`src/sv/rmis_pkg.sv`:
```
// package: request and result types, opcode constants and helpers for the instruction step
`timescale 1ns / 1ps
package rmis_pkg;

  localparam int REG_COUNT_DEF     = 32;
  localparam int PROGRAM_DEPTH_DEF = 64;

  localparam int WORD_W   = 32;
  localparam int REG_IDX_W = 5;
  localparam int LINE_W   = 6;
  localparam int OP_W     = 4;

  localparam logic [REG_IDX_W-1:0] FLAG_ENTRY = 5'd16;
  localparam logic [REG_IDX_W-1:0] SIGN_ENTRY = 5'd19;

  // opcode prefixes
  localparam logic [16:0] P17_ADD  = 17'd0;
  localparam logic [16:0] P17_MUL  = 17'd1;
  localparam logic [16:0] P17_SUB  = 17'd2;
  localparam logic [18:0] P19_MOV  = 19'd12;
  localparam logic [18:0] P19_CMP  = 19'd13;
  localparam logic [21:0] P22_CMPI = 22'd112;
  localparam logic [24:0] P25_OUT  = 25'd904;
  localparam logic [24:0] P25_IN   = 25'd905;
  localparam logic [26:0] P27_INC  = 27'd3624;
  localparam logic [26:0] P27_JUMP = 27'd3625;
  localparam logic [26:0] P27_JE   = 27'd3626;
  localparam logic [26:0] P27_JGT  = 27'd3627;
  localparam logic [31:0] HLT_WORD = 32'd116096;

  typedef enum logic [OP_W-1:0] {
    OP_NONE    = 4'd0,
    OP_ADD     = 4'd1,
    OP_MUL     = 4'd2,
    OP_SUB     = 4'd3,
    OP_MOV     = 4'd4,
    OP_CMP     = 4'd5,
    OP_CMPI    = 4'd6,
    OP_OUT     = 4'd7,
    OP_IN      = 4'd8,
    OP_INC     = 4'd9,
    OP_JUMP    = 4'd10,
    OP_JE      = 4'd11,
    OP_JGT     = 4'd12,
    OP_HLT     = 4'd13,
    OP_IGNORED = 4'd14
  } op_e;

  typedef struct packed {
    logic [WORD_W-1:0] instruction;
    logic [WORD_W-1:0] in_value;
  } instr_req_t;

  typedef struct packed {
    logic [LINE_W-1:0] next_line;
    logic              out_valid;
    logic [WORD_W-1:0] out_value;
    logic              halted;
    logic [OP_W-1:0]   operation;
  } step_res_t;

  // three-way unsigned compare: 1 greater, all-ones less, 0 equal
  function automatic logic [WORD_W-1:0] cmp3(input logic [WORD_W-1:0] a,
                                             input logic [WORD_W-1:0] b);
    logic [WORD_W-1:0] res;
    if (a > b) begin
      res = 32'd1;
    end else if (a < b) begin
      res = '1;
    end else begin
      res = '0;
    end
    return res;
  endfunction

  // first source register index: reg field of MOV/CMP, OUT/IN, else src1
  function automatic logic [REG_IDX_W-1:0] src_a_idx(input logic [WORD_W-1:0] ins);
    logic [REG_IDX_W-1:0] idx;
    if (ins[31:13] == P19_MOV || ins[31:13] == P19_CMP) begin
      idx = ins[12:8];
    end else if (ins[31:7] == P25_OUT || ins[31:7] == P25_IN) begin
      idx = ins[6:2];
    end else begin
      idx = ins[9:5];
    end
    return idx;
  endfunction

endpackage

```
`src/sv/register_machine_instruction_step.sv`:
```
// top level: register machine instruction step with register file and result register
// pipeline: input stage, then result register; throughput one request per cycle
// while the output is not stalled; register file read at accept, written as the result
// is registered, with a bypass from that write to the read taken at the same edge
// reset: clears register file valid bits (entries read as zero), flag, sign, line, halt mark
// and both pipeline valids; payload and memory contents are not reset
`timescale 1ns / 1ps
module register_machine_instruction_step
  import rmis_pkg::*;
#(
  parameter int REG_COUNT     = REG_COUNT_DEF,
  parameter int PROGRAM_DEPTH = PROGRAM_DEPTH_DEF
) (
  input  logic       clk_i,
  input  logic       rst_ni,
  input  logic       in_valid_i,
  output logic       in_ready_o,
  input  instr_req_t in_req_i,
  output logic       out_valid_o,
  input  logic       out_ready_i,
  output step_res_t  out_res_o
);

  localparam int RegIdxW = $clog2(REG_COUNT);
  localparam int LineW   = $clog2(PROGRAM_DEPTH);

  // register file storage, entries 16 and 19 live in flag_q and sign_q
  logic [WORD_W-1:0]    mem_q [REG_COUNT];
  logic [REG_COUNT-1:0] valid_q;
  logic [WORD_W-1:0]    flag_q, flag_d;
  logic [WORD_W-1:0]    sign_q, sign_d;
  logic [LineW-1:0]     line_q, line_d;
  logic                 halt_q, halt_d;

  // input stage
  logic                 s1_valid_q;
  logic [WORD_W-1:0]    ins_q;
  logic [WORD_W-1:0]    inv_q;
  logic [REG_IDX_W-1:0] idx_a_q;
  logic [WORD_W-1:0]    rdata_a_q, rdata_b_q;
  logic                 rvalid_a_q, rvalid_b_q;
  logic                 byp_a_q, byp_b_q;
  logic [WORD_W-1:0]    byp_data_q;

  // result register
  logic      out_valid_q;
  step_res_t out_q, out_d;

  logic in_accept, s1_adv;

  assign s1_adv     = s1_valid_q && (!out_valid_q || out_ready_i);
  assign in_ready_o = !s1_valid_q || s1_adv;
  assign in_accept  = in_valid_i && in_ready_o;

  // read addresses of the incoming request
  logic [REG_IDX_W-1:0] raddr_a, raddr_b;
  logic                 rin_a, rin_b;
  assign raddr_a = src_a_idx(in_req_i.instruction);
  assign raddr_b = in_req_i.instruction[4:0];
  assign rin_a   = 32'(raddr_a) < REG_COUNT;
  assign rin_b   = 32'(raddr_b) < REG_COUNT;

  // stage 1 decode
  logic [REG_IDX_W-1:0] f0, f2, f8, f10;
  logic [7:0]           imm;
  assign f0  = ins_q[4:0];
  assign f2  = ins_q[6:2];
  assign f8  = ins_q[12:8];
  assign f10 = ins_q[14:10];
  assign imm = ins_q[7:0];

  logic [WORD_W-1:0] mem_a, mem_b, val_a, val_b;
  always_comb begin
    mem_a = byp_a_q ? byp_data_q : (rvalid_a_q ? rdata_a_q : '0);
    mem_b = byp_b_q ? byp_data_q : (rvalid_b_q ? rdata_b_q : '0);
    if (32'(idx_a_q) >= REG_COUNT) begin
      val_a = '0;
    end else if (idx_a_q == FLAG_ENTRY) begin
      val_a = flag_q;
    end else if (idx_a_q == SIGN_ENTRY) begin
      val_a = sign_q;
    end else begin
      val_a = mem_a;
    end
    if (32'(f0) >= REG_COUNT) begin
      val_b = '0;
    end else if (f0 == FLAG_ENTRY) begin
      val_b = flag_q;
    end else if (f0 == SIGN_ENTRY) begin
      val_b = sign_q;
    end else begin
      val_b = mem_b;
    end
  end

  logic [WORD_W-1:0] sum_ab, prod_ab, diff_ab, inc_b;
  assign sum_ab  = val_a + val_b;
  assign prod_ab = val_a * val_b;
  assign diff_ab = val_a - val_b;
  assign inc_b   = val_b + 32'd1;

  // execute
  op_e                  op;
  logic                 we;
  logic [REG_IDX_W-1:0] widx;
  logic [WORD_W-1:0]    wdata;
  logic                 sign_we, flag_we, sign_bit;
  logic [WORD_W-1:0]    flag_val;
  logic [LineW-1:0]     line_inc, next_line;
  logic                 ov;
  logic [WORD_W-1:0]    oval;

  assign line_inc = (line_q == LineW'(PROGRAM_DEPTH - 1)) ? '0 : line_q + 1'b1;

  always_comb begin
    op        = OP_NONE;
    we        = 1'b0;
    widx      = f10;
    wdata     = sum_ab;
    sign_we   = 1'b0;
    sign_bit  = 1'b0;
    flag_we   = 1'b0;
    flag_val  = '0;
    next_line = line_inc;
    ov        = 1'b0;
    oval      = '0;
    halt_d    = halt_q;
    if (halt_q) begin
      op        = OP_IGNORED;
      next_line = line_q;
    end else if (ins_q[31:15] == P17_ADD) begin
      op = OP_ADD; we = 1'b1; wdata = sum_ab; sign_we = 1'b1; sign_bit = sum_ab[31];
    end else if (ins_q[31:15] == P17_MUL) begin
      op = OP_MUL; we = 1'b1; wdata = prod_ab; sign_we = 1'b1; sign_bit = prod_ab[31];
    end else if (ins_q[31:15] == P17_SUB) begin
      op = OP_SUB; we = 1'b1; wdata = diff_ab; sign_we = 1'b1; sign_bit = val_a < val_b;
    end else if (ins_q[31:13] == P19_MOV) begin
      op = OP_MOV; we = 1'b1; widx = f8; wdata = {24'd0, imm};
    end else if (ins_q[31:13] == P19_CMP) begin
      op = OP_CMP; flag_we = 1'b1; flag_val = cmp3(val_a, {24'd0, imm});
    end else if (ins_q[31:10] == P22_CMPI) begin
      op = OP_CMPI; flag_we = 1'b1; flag_val = cmp3(val_a, val_b);
    end else if (ins_q[31:7] == P25_OUT) begin
      op = OP_OUT; ov = 1'b1; oval = val_a;
    end else if (ins_q[31:7] == P25_IN) begin
      op = OP_IN; we = 1'b1; widx = f2; wdata = inv_q;
    end else if (ins_q[31:5] == P27_INC) begin
      op = OP_INC; we = 1'b1; widx = f0; wdata = inc_b; sign_we = 1'b1; sign_bit = inc_b[31];
    end else if (ins_q[31:5] == P27_JUMP) begin
      op = OP_JUMP; next_line = LineW'(f0);
    end else if (ins_q[31:5] == P27_JE) begin
      op = OP_JE;
      if (flag_q == '0) begin
        next_line = LineW'(f0);
      end
    end else if (ins_q[31:5] == P27_JGT) begin
      op = OP_JGT;
      if (flag_q == '0 || flag_q == 32'd1) begin
        next_line = LineW'(f0);
      end
    end else if (ins_q == HLT_WORD) begin
      op = OP_HLT; halt_d = 1'b1; next_line = line_q;
    end
  end

  // state writes, the sign write wins over the destination
  logic w_in, mem_we;
  assign w_in   = we && (32'(widx) < REG_COUNT);
  assign mem_we = s1_adv && w_in && widx != FLAG_ENTRY && widx != SIGN_ENTRY;

  always_comb begin
    flag_d = flag_q;
    sign_d = sign_q;
    line_d = line_q;
    if (s1_adv) begin
      line_d = next_line;
      if (w_in && widx == FLAG_ENTRY) begin
        flag_d = wdata;
      end
      if (w_in && widx == SIGN_ENTRY) begin
        sign_d = wdata;
      end
      if (flag_we) begin
        flag_d = flag_val;
      end
      if (sign_we) begin
        sign_d = {31'd0, sign_bit};
      end
    end
  end

  always_comb begin
    out_d.next_line = LINE_W'(next_line);
    out_d.out_valid = ov;
    out_d.out_value = oval;
    out_d.halted    = halt_d;
    out_d.operation = op;
  end

  // memory: one write, two registered reads
  always_ff @(posedge clk_i) begin
    if (mem_we) begin
      mem_q[widx[RegIdxW-1:0]] <= wdata;
    end
    if (in_accept && rin_a) begin
      rdata_a_q <= mem_q[raddr_a[RegIdxW-1:0]];
    end
    if (in_accept && rin_b) begin
      rdata_b_q <= mem_q[raddr_b[RegIdxW-1:0]];
    end
  end

  // input stage payload and bypass, and the result register
  always_ff @(posedge clk_i) begin
    if (in_accept) begin
      ins_q      <= in_req_i.instruction;
      inv_q      <= in_req_i.in_value;
      idx_a_q    <= raddr_a;
      byp_a_q    <= mem_we && widx == raddr_a;
      byp_b_q    <= mem_we && widx == raddr_b;
      byp_data_q <= wdata;
    end
    if (s1_adv) begin
      out_q <= out_d;
    end
  end

  always_ff @(posedge clk_i or negedge rst_ni) begin
    if (!rst_ni) begin
      valid_q     <= '0;
      rvalid_a_q  <= 1'b0;
      rvalid_b_q  <= 1'b0;
      flag_q      <= '0;
      sign_q      <= '0;
      line_q      <= '0;
      halt_q      <= 1'b0;
      s1_valid_q  <= 1'b0;
      out_valid_q <= 1'b0;
    end else begin
      if (mem_we) begin
        valid_q[widx[RegIdxW-1:0]] <= 1'b1;
      end
      if (in_accept) begin
        rvalid_a_q <= rin_a && valid_q[raddr_a[RegIdxW-1:0]];
        rvalid_b_q <= rin_b && valid_q[raddr_b[RegIdxW-1:0]];
      end
      flag_q <= flag_d;
      sign_q <= sign_d;
      line_q <= line_d;
      if (s1_adv) begin
        halt_q <= halt_d;
      end
      if (in_accept) begin
        s1_valid_q <= 1'b1;
      end else if (s1_adv) begin
        s1_valid_q <= 1'b0;
      end
      if (s1_adv) begin
        out_valid_q <= 1'b1;
      end else if (out_ready_i) begin
        out_valid_q <= 1'b0;
      end
    end
  end

  assign out_valid_o = out_valid_q;
  assign out_res_o   = out_q;

  // assertions
  a_adv_fills_out : assert property (@(posedge clk_i) disable iff (!rst_ni)
    s1_adv |=> out_valid_q)
    else $error("result register not loaded after stage advance");

  a_halt_sticky : assert property (@(posedge clk_i) disable iff (!rst_ni)
    halt_q |=> halt_q)
    else $error("halt mark cleared");

  a_halt_ignores : assert property (@(posedge clk_i) disable iff (!rst_ni)
    (s1_adv && halt_q) |=> (out_q.operation == OP_IGNORED && $stable(line_q)))
    else $error("request after halt changed state");

  a_line_range : assert property (@(posedge clk_i) disable iff (!rst_ni)
    32'(line_q) < PROGRAM_DEPTH)
    else $error("line counter out of range");

endmodule
```
`config.mk`:
```
export PLATFORM = sky130hd
export DESIGN_NAME = register_machine_instruction_step
export DESIGN_NICKNAME = d
export VERILOG_FILES = /design/src/sv/rmis_pkg.sv /design/src/sv/register_machine_instruction_step.sv
export SDC_FILE = /design/constraint.sdc
export NUM_CORES = 2
export LEC_CHECK = 0
export ABC_CLOCK_PERIOD_IN_PS = 12200
export BUFFER_PORTS_ARGS = -buffer_cell sky130_fd_sc_hd__buf_2
export CAP_MARGIN = 30
export CORE_ASPECT_RATIO = 1.2
export CORE_UTILIZATION = 45
export CTS_BUF_LIST = sky130_fd_sc_hd__clkbuf_4 sky130_fd_sc_hd__clkbuf_8 sky130_fd_sc_hd__clkbuf_16
export CTS_CLUSTER_SIZE = 40
export DETAILED_ROUTE_END_ITERATION = 10
export HOLD_SLACK_MARGIN = 0.15
export PLACE_DENSITY = 0.6
export SLEW_MARGIN = 20
export SYNTH_ARGS = -nofsm -noshare
export SYNTH_HDL_FRONTEND = slang
export SYNTH_SLANG_ARGS = --single-unit
```
`constraint.sdc`:
```
create_clock -name clk_i -period 12.2 [get_ports clk_i]
set_input_delay 1.22 -clock clk_i [delete_from_list [all_inputs] [get_ports clk_i]]
set_output_delay 1.22 -clock clk_i [all_outputs]
set_load 0.01 [all_outputs]
```
==> metrics.txt <==
# TYPE chip_impl_metric gauge
chip_impl_info{name="status",value="complete, no violations"} 1
chip_impl_info{name="tritoncts_clock_tree",value="yes"} 1
chip_impl_info{name="worst_flop_to_flop_path_startpoint",value="idx_a_q[3]$_DFFE_PP_"} 1
chip_impl_metric{name="max_cap_viol",unit=""} 0
chip_impl_info{name="critical-path-top-cell-by-count",value="sky130_fd_sc_hd__fa_1"} 1
chip_impl_info{name="ys_dominant_reg_cell",value="sky130_fd_sc_hd__edfxtp_1"} 1
chip_impl_metric{name="vias_per_cell",unit=""} 6.353
chip_impl_metric{name="floorplan.core_area",unit="µm²"} 185900
chip_impl_metric{name="finished_layout_cells",unit=""} 9645
chip_impl_metric{name="boundaryPins",unit=""} 114
chip_impl_metric{name="power.density_cell_area",unit="nW/µm²"} 155.6
chip_impl_metric{name="worstRegToRegCells",unit=""} 28
chip_impl_metric{name="final_layout_size_suffix_gt1_share",unit="%"} 17.67
chip_impl_metric{name="cts.repair_timing.setup_buffer_count",unit=""} 0
chip_impl_metric{name="detailed_placement_hpwl",unit="mm"} 216.8
chip_impl_metric{name="io_buffers",unit=""} 113
chip_impl_metric{name="seq_area_frac_synth",unit="%"} 47.07
chip_impl_metric{name="die_area",unit="µm²"} 189500
chip_impl_metric{name="grt-ovfl-total",unit=""} 0
chip_impl_metric{name="power.share.switching",unit="%"} 34.79
chip_impl_metric{name="place_area",unit="µm²"} 89390
chip_impl_metric{name="vias",unit=""} 61280
chip_impl_info{name="top_cells_by_instance_count_after_synthesis",value="sky130_fd_sc_hd__edfxtp_1 (1235), sky130_fd_sc_hd__nor2_1 (689), sky130_fd_sc_hd__nand2_1 (654)"} 1
chip_impl_info{name="endpoint_kind",value="flop"} 1
chip_impl_metric{name="cts.hold.buffers_added",unit=""} 0
chip_impl_info{name="timing.critical_path.from_type",value="flop"} 1
chip_impl_metric{name="die_y",unit="µm"} 476.6
chip_impl_metric{name="timing_worst_slew_pin_value",unit="ps"} 1149
chip_impl_info{name="rsz_0062_raised_after_global_routing",value="false"} 1
chip_impl_metric{name="antenna_violating_nets_post_route",unit=""} 0
chip_impl_metric{name="layout_worst_path_cycle_share",unit="%"} 91.87
chip_impl_info{name="synthMostInstantiatedCell",value="sky130_fd_sc_hd__edfxtp_1"} 1
chip_impl_metric{name="worst-endpoint-arrival",unit="ps"} 11850
chip_impl_metric{name="flow.area_growth_from_synthesis",unit="%"} 11.53
chip_impl_metric{name="cts.sinks",unit=""} 1342
chip_impl_metric{name="grt_first_pass_wirelength",unit="mm"} 454.8
chip_impl_metric{name="grt_start_max_net_pins",unit=""} 117
chip_impl_metric{name="slowest_delay",unit="ps"} 780
chip_impl_metric{name="global_placer_s_final_weighted_congestion",unit=""} 1.078
chip_impl_metric{name="achievable-frequency",unit="MHz"} 89.22
chip_impl_metric{name="synth.yosys.warnings",unit=""} 0
chip_impl_info{name="holdCritStartpoint",value="valid_q[16]$_DFFE_PN0P_"} 1
chip_impl_metric{name="placed_cells",unit=""} 9375
chip_impl_metric{name="setup_violations",unit=""} 0
chip_impl_metric{name="cts.path.max_buffers",unit=""} 3
chip_impl_metric{name="route.final.wire_length",unit="mm"} 322.5
chip_impl_metric{name="required_time_of_the_critical_path",unit="ps"} 12840
chip_impl_info{name="critical_path.reg2reg.endpoint",value="mem_q[25][31]$_DFFE_PP_"} 1
chip_impl_metric{name="relative_contribution_of_sequential_cells_to_total_power",unit="%"} 37.6
chip_impl_metric{name="via_count_of_the_first_global_routing_pass",unit=""} 61870
chip_impl_metric{name="hold_path_depth",unit=""} 0
chip_impl_metric{name="nNetsFinal",unit=""} 7748
chip_impl_metric{name="yosys.area.top_type_share",unit="%"} 43.90
chip_impl_metric{name="detail_route.wl_per_cell",unit="µm"} 33.43
chip_impl_info{name="type_of_the_worst_setup_path",value="flop to flop"} 1
chip_impl_metric{name="fp.dieW",unit="µm"} 397.5
chip_impl_metric{name="globalRouteTotalUtil",unit="%"} 33.92
chip_impl_metric{name="numCtsBuffers",unit=""} 143
chip_impl_metric{name="syn_area",unit="µm²"} 84480
chip_impl_metric{name="netSwitchingPower",unit="W"} 0.005100
chip_impl_metric{name="totalNegativeSetupSlack",unit="ps"} 0
chip_impl_metric{name="finClkSkew",unit="ps"} 38.85
chip_impl_info{name="worstHoldPathType",value="flop to flop"} 1
chip_impl_metric{name="synth.distinct_cells",unit=""} 97
chip_impl_metric{name="cellLeakagePower",unit="nW"} 36.03
chip_impl_metric{name="syn_inst_count",unit=""} 6933
chip_impl_metric{name="count_of_flip_flops_with_a_built_in_enable_after_synthesis",unit=""} 1235
chip_impl_metric{name="clkSlewWorstSetupHoldPaths",unit="ps"} 60
chip_impl_metric{name="antenna_found_initial",unit=""} 14
chip_impl_metric{name="firstDrtPassIters",unit=""} 8
chip_impl_info{name="synth_largest_area_cell",value="sky130_fd_sc_hd__edfxtp_1"} 1
chip_impl_metric{name="finalHoldViolations",unit=""} 0
chip_impl_info{name="min_delay_worst_endpoint",value="valid_q[16]$_DFFE_PN0P_"} 1
chip_impl_metric{name="site_row_count",unit=""} 173
chip_impl_info{name="synthTopCellsByArea",value="sky130_fd_sc_hd__edfxtp_1 (44%), sky130_fd_sc_hd__fa_1 (9.7%), sky130_fd_sc_hd__mux4_2 (8.8%), sky130_fd_sc_hd__mux2i_1 (4.8%), sky130_fd_sc_hd__dfrtp_1 (3.2%)"} 1
chip_impl_metric{name="syn_avg_cell_area",unit="µm²"} 12.18
chip_impl_metric{name="timing.critical_path.fanout_max",unit=""} 36
chip_impl_metric{name="p_comb_share",unit="%"} 32.2
chip_impl_metric{name="drt_iter0_drc",unit=""} 6744
chip_impl_metric{name="max_slew_margin",unit="%"} 23.13
chip_impl_metric{name="cts_resized",unit=""} 0
chip_impl_info{name="timing.critical_path.from",value="idx_a_q[3]$_DFFE_PP_"} 1
chip_impl_metric{name="route.detailed.drc",unit=""} 0
chip_impl_metric{name="stdcell_area",unit="µm²"} 94220
chip_impl_metric{name="htree_num_levels",unit=""} 4
chip_impl_metric{name="worstSkewPairLatency",unit="ps"} 820
chip_impl_metric{name="slew_viol_final",unit=""} 0
chip_impl_metric{name="irDropWorstVdd",unit="µV"} 139.3
chip_impl_metric{name="max_ffs_per_register",unit=""} 1024
chip_impl_metric{name="layout_min_cycle_time",unit="ps"} 11210
chip_impl_info{name="critical-path-slowest-cell",value="sky130_fd_sc_hd__clkinv_1"} 1
chip_impl_metric{name="synth.ff_latch_count",unit=""} 1342
chip_impl_info{name="root_buffer",value="sky130_fd_sc_hd__clkbuf_16"} 1
chip_impl_metric{name="ys_async_rst_share",unit="%"} 7.973
chip_impl_metric{name="power.clock.fraction",unit="%"} 30.2
chip_impl_metric{name="starting_density_of_the_core",unit="%"} 45.43
chip_impl_metric{name="intPower",unit="W"} 0.009561
chip_impl_metric{name="r2r_setup_slack",unit="ps"} 990
-- how the worst max path moves through the flow --
stage,end,slack [ps],cells after the start
global placement,mem_q[25][31]$_DFFE_PP_,1220,32
finish,mem_q[25][31]$_DFFE_PP_,990,28
floorplan,byp_data_q[31]$_DFFE_PP_,1560,34
detailed placement,mem_q[27][31]$_DFFE_PP_,1350,33
CTS,mem_q[17][31]$_DFFE_PP_,1280,28
global route,mem_q[17][31]$_DFFE_PP_,690,32
-- critical path, delay by kind of cell, from the launching register on --
kind                     cells  cell delay, ps
AO/OA/AOI/OAI                7            2680
XOR/XNOR                     1             170
adder cells (fa/ha/maj)     10            5150
buffers and inverters        6            1780
flip-flops                   1             410
AND/OR/NAND/NOR              4             810
-- routing by layer --
layer	up-vias	track usage (%)	wire length [µm]	share of wire, %
met3	1033	6.269	25480	7.9
li1	25560	-	-	-
met5	-	0	76	0.024
met2	3265	55.16	153100	47
met1	31410	40.68	116400	36
met4	12	23.64	27410	8.5
-- layout make-up --
cell class / count / area [µm²]
clock inverters: 75 / 792.0
well taps: 2450 / 3065
fillers: 16160 / 91720
inverters: 511 / 1934
flip-flops and latches: 1342 / 39760
repair buffers: 382 / 2917
diodes: 6 / 15.01
clock buffers: 185 / 3941
multi-input cells: 4694 / 41790
-- kinds of logic (layout without fill, tap and decap cells) --
family / count (synthesis) / after routing / share of synthesized area [%]
AND/OR/NAND/NOR: 1849 / 1849 / 9.574
flip-flops: 1342 / 1342 / 47.07
AO/OA/AOI/OAI: 1116 / 1116 / 8.712
buffers and inverters: 960 / 1153 / 4.392
multiplexers: 901 / 901 / 15.81
adder cells (fa/ha/maj): 606 / 606 / 12.62
XOR/XNOR: 158 / 158 / 1.819
other: 1 / 70 / 0.004439
-- layout by cell type (no fill, tap or decap), types with 32 or more instances in the layout --
cell,count
sky130_fd_sc_hd__nand3b_1,39
sky130_fd_sc_hd__edfxtp_1,1235
sky130_fd_sc_hd__clkbuf_16,145
sky130_fd_sc_hd__clkinv_1,43
sky130_fd_sc_hd__a21oi_1,295
sky130_fd_sc_hd__a22o_1,47
sky130_fd_sc_hd__inv_1,480
sky130_fd_sc_hd__mux2_2,166
sky130_fd_sc_hd__buf_4,245
sky130_fd_sc_hd__a31oi_1,61
sky130_fd_sc_hd__o21ai_0,201
sky130_fd_sc_hd__and3_1,39
sky130_fd_sc_hd__or2_2,39
sky130_fd_sc_hd__o211ai_1,112
sky130_fd_sc_hd__nand3_1,142
sky130_fd_sc_hd__o21a_1,32
sky130_fd_sc_hd__mux2i_1,405
sky130_fd_sc_hd__buf_2,110
sky130_fd_sc_hd__mux4_2,330
sky130_fd_sc_hd__nor2_1,655
sky130_fd_sc_hd__xnor2_1,119
sky130_fd_sc_hd__nand2_1,654
sky130_fd_sc_hd__fa_1,410
sky130_fd_sc_hd__clkbuf_4,38
sky130_fd_sc_hd__a211oi_1,56
sky130_fd_sc_hd__ha_1,196
sky130_fd_sc_hd__a21o_1,42
sky130_fd_sc_hd__nor3_1,60
sky130_fd_sc_hd__conb_1,64
sky130_fd_sc_hd__dfrtp_1,107
-- metrics by stage --
| step | setup WS [ps] | total power [W] | utilization [%] | hold slack, ps |
|---|---|---|---|---|
| 6_report | 992.3 | 0.01466 | 50.67 | 399.6 |
| 5_1_grt | 694.8 | 0.01512 | 50.67 | 419.7 |
| 4_1_cts | 1279 | 0.01462 | 50.62 | 401.9 |
| 3_5_place_dp | 1353 | 0.01020 | 48.08 | 387.7 |
| 3_3_place_gp | 1216 | 0.01014 | 47.95 | 383.7 |
| 2_1_floorplan | 1557 | 0.008265 | - | 445.0 |
-- power groups by stage --
stage	clock network [W]	logic (W)	registers, W
after floorplan	0	0.00267	0.00559
after global placement	0	0.00454	0.00561
after detailed placement	0	0.00459	0.00561
after CTS	0.00448	0.00463	0.00551
after global routing	0.00466	0.00495	0.00552
final	0.00442	0.00473	0.00551
No activity file was read; power rests on OpenSTA's default activity.
